--- src/hdl/mfb_pkg.sv ---
// Shared types, command codes and helper functions of the monochrome framebuffer draw engine.
package mfb_pkg;

	// Command codes carried in the low bits of the input word
	typedef enum logic [2:0] {
		CMD_PIXEL     = 3'd0,
		CMD_HLINE     = 3'd1,
		CMD_VLINE     = 3'd2,
		CMD_RECT      = 3'd3,
		CMD_BLIT_OPEN = 3'd4,
		CMD_BLIT_BYTE = 3'd5,
		CMD_READ      = 3'd6,
		CMD_NOP       = 3'd7
	} cmd_t;

	// Controller states
	typedef enum logic [3:0] {
		ST_CLEAR,
		ST_IDLE,
		ST_DISPATCH,
		ST_SETUP,
		ST_ROWINIT,
		ST_RD,
		ST_WR,
		ST_DONE
	} state_t;

	// Input and output word widths and coordinate widths
	localparam int IN_TDATA_W  = 64;
	localparam int OUT_TDATA_W = 16;
	localparam int COORD_W     = 10;
	localparam int SCOORD_W    = 12;

	// Commands from controller to datapath
	typedef struct packed {
		logic clr_step;
		logic latch;
		logic setup;
		logic row_init;
		logic rd;
		logic wr;
		logic next_region;
		logic blit_open;
		logic blit_byte;
		logic read_req;
		logic out_load;
	} ctrl_t;

	// Status from datapath to controller
	typedef struct packed {
		logic clear_last;
		cmd_t cmd;
		logic region_empty;
		logic byte_last;
		logic row_last;
		logic region_last;
	} stat_t;

	// Pixel mask for pixels lo..hi of a byte, leftmost pixel in bit 7
	function automatic logic [7:0] fill_mask(input logic [2:0] lo, input logic [2:0] hi);
		logic [7:0] m;
		m = 8'h00;
		for (int p = 0; p < 8; p++) begin
			if (3'(p) >= lo && 3'(p) <= hi)
				m[7 - p] = 1'b1;
		end
		return m;
	endfunction

	// Bit reversal of one byte
	function automatic logic [7:0] reverse8(input logic [7:0] b);
		logic [7:0] r;
		for (int i = 0; i < 8; i++)
			r[7 - i] = b[i];
		return r;
	endfunction

endpackage

--- src/hdl/mfb_ctrl.sv ---
// Controller state machine of the draw engine: sequences clear sweep, fills, blits and reads.
module mfb_ctrl import mfb_pkg::*; (
	input  logic  clk,
	input  logic  arst_n,
	input  logic  in_valid,
	output logic  in_ready,
	output logic  out_valid,
	input  logic  out_ready,
	input  stat_t st,
	output ctrl_t ctl
);

	state_t state_q, state_d;
	logic   out_valid_q;

	assign out_valid = out_valid_q;

	// State and output-valid registers
	always_ff @(posedge clk or negedge arst_n) begin
		if (!arst_n) begin
			state_q     <= ST_CLEAR;
			out_valid_q <= 1'b0;
		end else begin
			state_q <= state_d;
			if (ctl.out_load)
				out_valid_q <= 1'b1;
			else if (out_ready)
				out_valid_q <= 1'b0;
		end
	end

	// Next state and commands
	always_comb begin
		state_d  = state_q;
		ctl      = '0;
		in_ready = 1'b0;
		case (state_q)
			ST_CLEAR: begin
				ctl.clr_step = 1'b1;
				if (st.clear_last)
					state_d = ST_IDLE;
			end
			ST_IDLE: begin
				in_ready = 1'b1;
				if (in_valid) begin
					ctl.latch = 1'b1;
					state_d   = ST_DISPATCH;
				end
			end
			ST_DISPATCH: begin
				case (st.cmd)
					CMD_PIXEL, CMD_HLINE, CMD_VLINE, CMD_RECT: begin
						state_d = ST_SETUP;
					end
					CMD_BLIT_OPEN: begin
						ctl.blit_open = 1'b1;
						state_d = ST_DONE;
					end
					CMD_BLIT_BYTE: begin
						ctl.blit_byte = 1'b1;
						state_d = ST_DONE;
					end
					CMD_READ: begin
						ctl.read_req = 1'b1;
						state_d = ST_DONE;
					end
					default: begin
						state_d = ST_DONE;
					end
				endcase
			end
			ST_SETUP: begin
				ctl.setup = 1'b1;
				state_d   = ST_ROWINIT;
			end
			ST_ROWINIT: begin
				ctl.row_init = 1'b1;
				if (!st.region_empty) begin
					state_d = ST_RD;
				end else if (st.region_last) begin
					state_d = ST_DONE;
				end else begin
					ctl.next_region = 1'b1;
					state_d = ST_SETUP;
				end
			end
			ST_RD: begin
				ctl.rd  = 1'b1;
				state_d = ST_WR;
			end
			ST_WR: begin
				ctl.wr = 1'b1;
				if (!(st.byte_last && st.row_last)) begin
					state_d = ST_RD;
				end else if (st.region_last) begin
					state_d = ST_DONE;
				end else begin
					ctl.next_region = 1'b1;
					state_d = ST_SETUP;
				end
			end
			ST_DONE: begin
				if (!out_valid_q || out_ready) begin
					ctl.out_load = 1'b1;
					state_d = ST_IDLE;
				end
			end
			default: begin
				state_d = ST_IDLE;
			end
		endcase
	end

endmodule
--- config.mk ---
export PLATFORM = sky130hd
export DESIGN_NAME = mfb_ctrl
export DESIGN_NICKNAME = d
export VERILOG_FILES = /design/src/hdl/mfb_pkg.sv /design/src/hdl/mfb_ctrl.sv
export SDC_FILE = /design/constraint.sdc
export NUM_CORES = 1
export LEC_CHECK = 0
export ABC_AREA = 1
export BUFFER_PORTS_ARGS = -buffer_cell sky130_fd_sc_hd__buf_2
export CAP_MARGIN = 25
export CELL_PAD_IN_SITES_DETAIL_PLACEMENT = 1
export CELL_PAD_IN_SITES_GLOBAL_PLACEMENT = 2
export CORE_UTILIZATION = 18
export CTS_BUF_LIST = sky130_fd_sc_hd__clkbuf_2 sky130_fd_sc_hd__clkbuf_4 sky130_fd_sc_hd__clkbuf_8
export CTS_CLUSTER_DIAMETER = 40
export CTS_CLUSTER_SIZE = 16
export DETAILED_ROUTE_END_ITERATION = 12
export PLACE_DENSITY_LB_ADDON = 0.1
export SLEW_MARGIN = 20
export SYNTH_ARGS = -nofsm -noshare
export SYNTH_HDL_FRONTEND = slang
export SYNTH_SLANG_ARGS = --single-unit
--- constraint.sdc ---
create_clock -name clk -period 1.7 [get_ports clk]
set_clock_uncertainty 0.15 [all_clocks]
set_input_delay 0.34 -clock clk [delete_from_list [all_inputs] [get_ports clk]]
set_output_delay 0.34 -clock clk [all_outputs]
set_load 0.05 [all_outputs]
Word level (Yosys, flattened, before mapping)
Cells that the tools add are included.

word-level totals
  bits in registers = 5
  input port bits = 12
  output and inout port bits = 13
  logic and storage cells = 54

operators by class
  equality and inequality tests = 16
  multiplexer cells = 28
  reduce and logical (&&, ||, !) cells = 8

operator list
  operator            count
  $pmux 4 s8          1
  $mux 4              5
  $mux 1              18
  $eq 4x3->1 const B  4
  $eq 3x3->1 const B  3
  $mux 3              3
  $eq 4x2->1 const B  2
  $eq 3x2->1 const B  2
  $ne 2x2->1 const B  3
  $eq 4x1->1 const B  1
  $logic_not 4->1     1
  $reduce_or 4->1     1
  $eq 3x1->1 const B  1
  $logic_not 3->1     1
  $reduce_and 3->1    1
  $pmux 1 s2          1
  $reduce_bool 2->1   1
  $logic_and 1x1->1   1
  $logic_not 1->1     1
  $logic_or 1x1->1    1

Longest topological paths before layout
  depth after elaboration = 5
  mapped depth = 7
  depth with buffers taken out = 7

Worst setup path before layout
No wires, ideal clock.

  path type = register to output
  start = reg state_q[2]
  end = out ctl[1] in the netlist's numbering
  arrival time = 1867 ps
  required time = 1210 ps
  slack = -657 ps
  cell stages (with the launch flop) = 6
  path buffers = 0
  cell sequence = dfrtp_1 inv_1 nand3_1 nor2_1 inv_1 nor3_1

RTL lines
  item                      line            text
  start: declaration        mfb_ctrl.sv:13  state_t state_q, state_d;
  start signal: assignment  mfb_ctrl.sv:24  state_q <= state_d;
  end: declaration          mfb_ctrl.sv:10  output ctrl_t ctl

==> impl_metrics.toml <==
[power_and_ir_drop]
power_density_nw_per_um2 = 1870
peakVddDrop_mv = 0.927
leakage_nw = 0.472

[yosys]
yosysSeqAreaShare_pct = 26.8
synthSimpleGateAreaFrac_pct = 44.8
synth-xor-area-share_pct = 0
synth_compound_area_share_pct = 9.36
ys_ff_latch = 4
syn_area_per_cell_um2 = 5.58
syn-num-nets = 79
yosys-mux-area-fraction_pct = 0
netlist_area_um2 = 374
yosys-top-cells-area = "dfrtp_1 27%, inv_1 17%, nand2_1 12%, nor2_1 11%, nand3_1 9.4%"
ys_types = 14
yosys.area.top_type = "dfrtp_1"
synthDominantCellAreaShare_pct = 26.8
synth_top_family_by_area = "simple AND/OR/NAND/NOR gates"
synth-adder-area-share_pct = 0
syn_inst = 67
ys_warn_count = 0

[sta]
hold_viol = 0
worst_slew_pin_slew_ns = 0.243
whs_ns = 0.185
finalSetupViolations = 6
drv_slew = 0
tns_ns = -0.674
relSlewSlack_pct = 83.7
fmaxAchievable_mhz = 537
finalCritPeriodShare_pct = 110
grt_setup_unrepaired = "true"
min_period_ns = 1.86
setup_ws_ns = -0.163

[setup_path]
end_kind = "output port"
crit_path_start_kind = "flop"
cpMostUsedCell = "nor2_4"
slowest_delay_ns = 0.42
cp_top_family = "flip-flops"
path_buf_inv = 2
critPathSlowestCell = "dfrtp_1"
r2r_slack_ns = 0.21
path_class = "reg -> out"
worstPathArrival_ns = 1.37
path_cells = "inv_2, nor2_4, nand2_2, o21ai_1, nand2_1, nor2_4, buf_6"
path_max_fanout = 4
crit_required_ns = 1.21

[global_routing]
track_usage_pct = 12.9
gr-total-overflow = 0
antenna_found_initial = 0
grt_first_pass_wirelength_um = 1970
grt_max_degree = 7
grt_pass1_vias = 502

[clock_network]
numCtsBuffers = 3
clk_pin_slew_ns = 0.04
cts-root-buf = "clkbuf_4"
clock_latency_ns = 0.23
cts_tree = "built"
cts.sink_count = 4
cts.path.max_buffers = 2
cts.htree.levels = 1

[placed_design]
pre_cts_slack_ns = -0.0416
gp_congestion = 0.699
portBuffers = 24
dp.final_hpwl_um = 1050
post_dp_cell_area_um2 = 663

[run]
cap_violations = 0

[status]
status = "finished, violations left"
violations = "setup timing"

[layout]
diodes = 0
areaGrowthSynthToFinish_pct = 132
nets = 122
final_area_um2 = 867
drive_gt1_share_pct = 56.5

[die]
core_um2 = 1960
die_y_um = 47.6
dieArea_um2 = 2260
num_io_pins = 25
chipWidth_um = 47.6
start_util_pct = 19.1
rows = 16

[routing]
ant_nets = 0
vias_per_cell = 4.02
drtPass1Iterations = 2
drc = 0
avgRoutedWirePerCell_um = 9.05
route.vias.total = 543
first_iter_violations = 4
wl_um = 1220

[min_path]
hp-class = "in -> reg"
==> worst register-to-register path, stage by stage (launching register included) <==
cell	delay, ns
dfrtp_1	0.43
inv_2	0.12
buf_12	0.13
nand3_4	0.08
buf_4	0.14
nor2_1	0.15
nor2_1	0.07
nand2_1	0.06
nand2_1	0.04
==> cell families (layout without fill, tap and decap cells) <==
group	after synthesis	in the layout
and+or+nand+nor	37	37
DFF	4	4
buffers and inverters	19	60
AOI/OAI and AO/OA	7	7
==> per-stage QoR <==
step | cells | util [%] | power [W]
floorplan | 67 | - | 0.000839
global placement | 128 | 33.8 | 0.00120
detailed placement | 128 | 33.8 | 0.00121
CTS | 135 | 41.6 | 0.00154
global route | 135 | 44.2 | 0.00175
finish | 135 | 44.2 | 0.00162
==> synth_stat cells <==
| cell | n |
|---|---|
| inv_1 | 17 |
| nand2_1 | 12 |
| nor2_1 | 11 |
| nand3_1 | 7 |
| dfrtp_1 | 4 |
| o21ai_0 | 4 |
| a21oi_1 | 2 |
| inv_2 | 2 |
| nand2_2 | 2 |
| nor3_1 | 2 |
| nand4_1 | 1 |
| nor2_2 | 1 |
| nor2_4 | 1 |
| o21ai_1 | 1 |
==> what timing repair did <==
action,in CTS,in global routing
setup endpoints to repair,11,12
pin swaps,4,1
resized for setup,31,14
endpoints found under the hold margin,4,0
buffers inserted,3,0
hold buffers,1,0
cloned,0,0
==> per-layer routing <==
layer / vias up / track usage [%] / share of wire (%)
met5: - / 0 / 0
met4: 0 / 3.33 / 0
met3: 0 / 3.40 / 3.7
met2: 13 / 24.4 / 55
met1: 245 / 14.1 / 42
li1: 285 / - / -
==> final timing paths <==
| kind | to | startpoint | cells past startpoint |
|---|---|---|---|
| max in group asynchronous | state_q[2] | arst_n | 2 |
| min in group asynchronous | state_q[1] | arst_n | 2 |
| worst max register to register | state_q[1] | state_q[1] | 8 |
| worst max-delay path | ctl[4] | state_q[1] | 7 |
| worst min register to register | out_valid | out_valid | 2 |
| worst min-delay path | out_valid | out_ready | 2 |
==> report_power, final <==
group / switching [W] / internal (W) / leakage [nW]
clock: 0.0000369 / 0.0000788 / 0.0138
combinational: 0.000777 / 0.000543 / 0.409
sequential: 0.0000399 / 0.000145 / 0.0494
==> placed cells by master, fill, tap and decap left out, types with 3 or more instances in the layout <==
cell,n
dfrtp_1,4
o21ai_0,4
inv_1,13
buf_6,9
nor2_4,6
nor2_1,4
buf_8,5
inv_2,6
buf_2,12
buf_4,10
nand2_1,12
nand3_1,5
clkbuf_4,3
nor2_2,3
==> state kept, by name, indices dropped and copies added, names as in the netlist <==
register	flops
out_valid	1
state_q	3
==> final cells by class <==
cell class	count	area [µm²]
fill	254	1090
timing repair buffer	38	342
multi-input combinational	44	298
sequential	4	100
inverter	19	71.3
tap	27	33.8
clock buffer	3	22.5
Power figures use the tool's default switching activity.
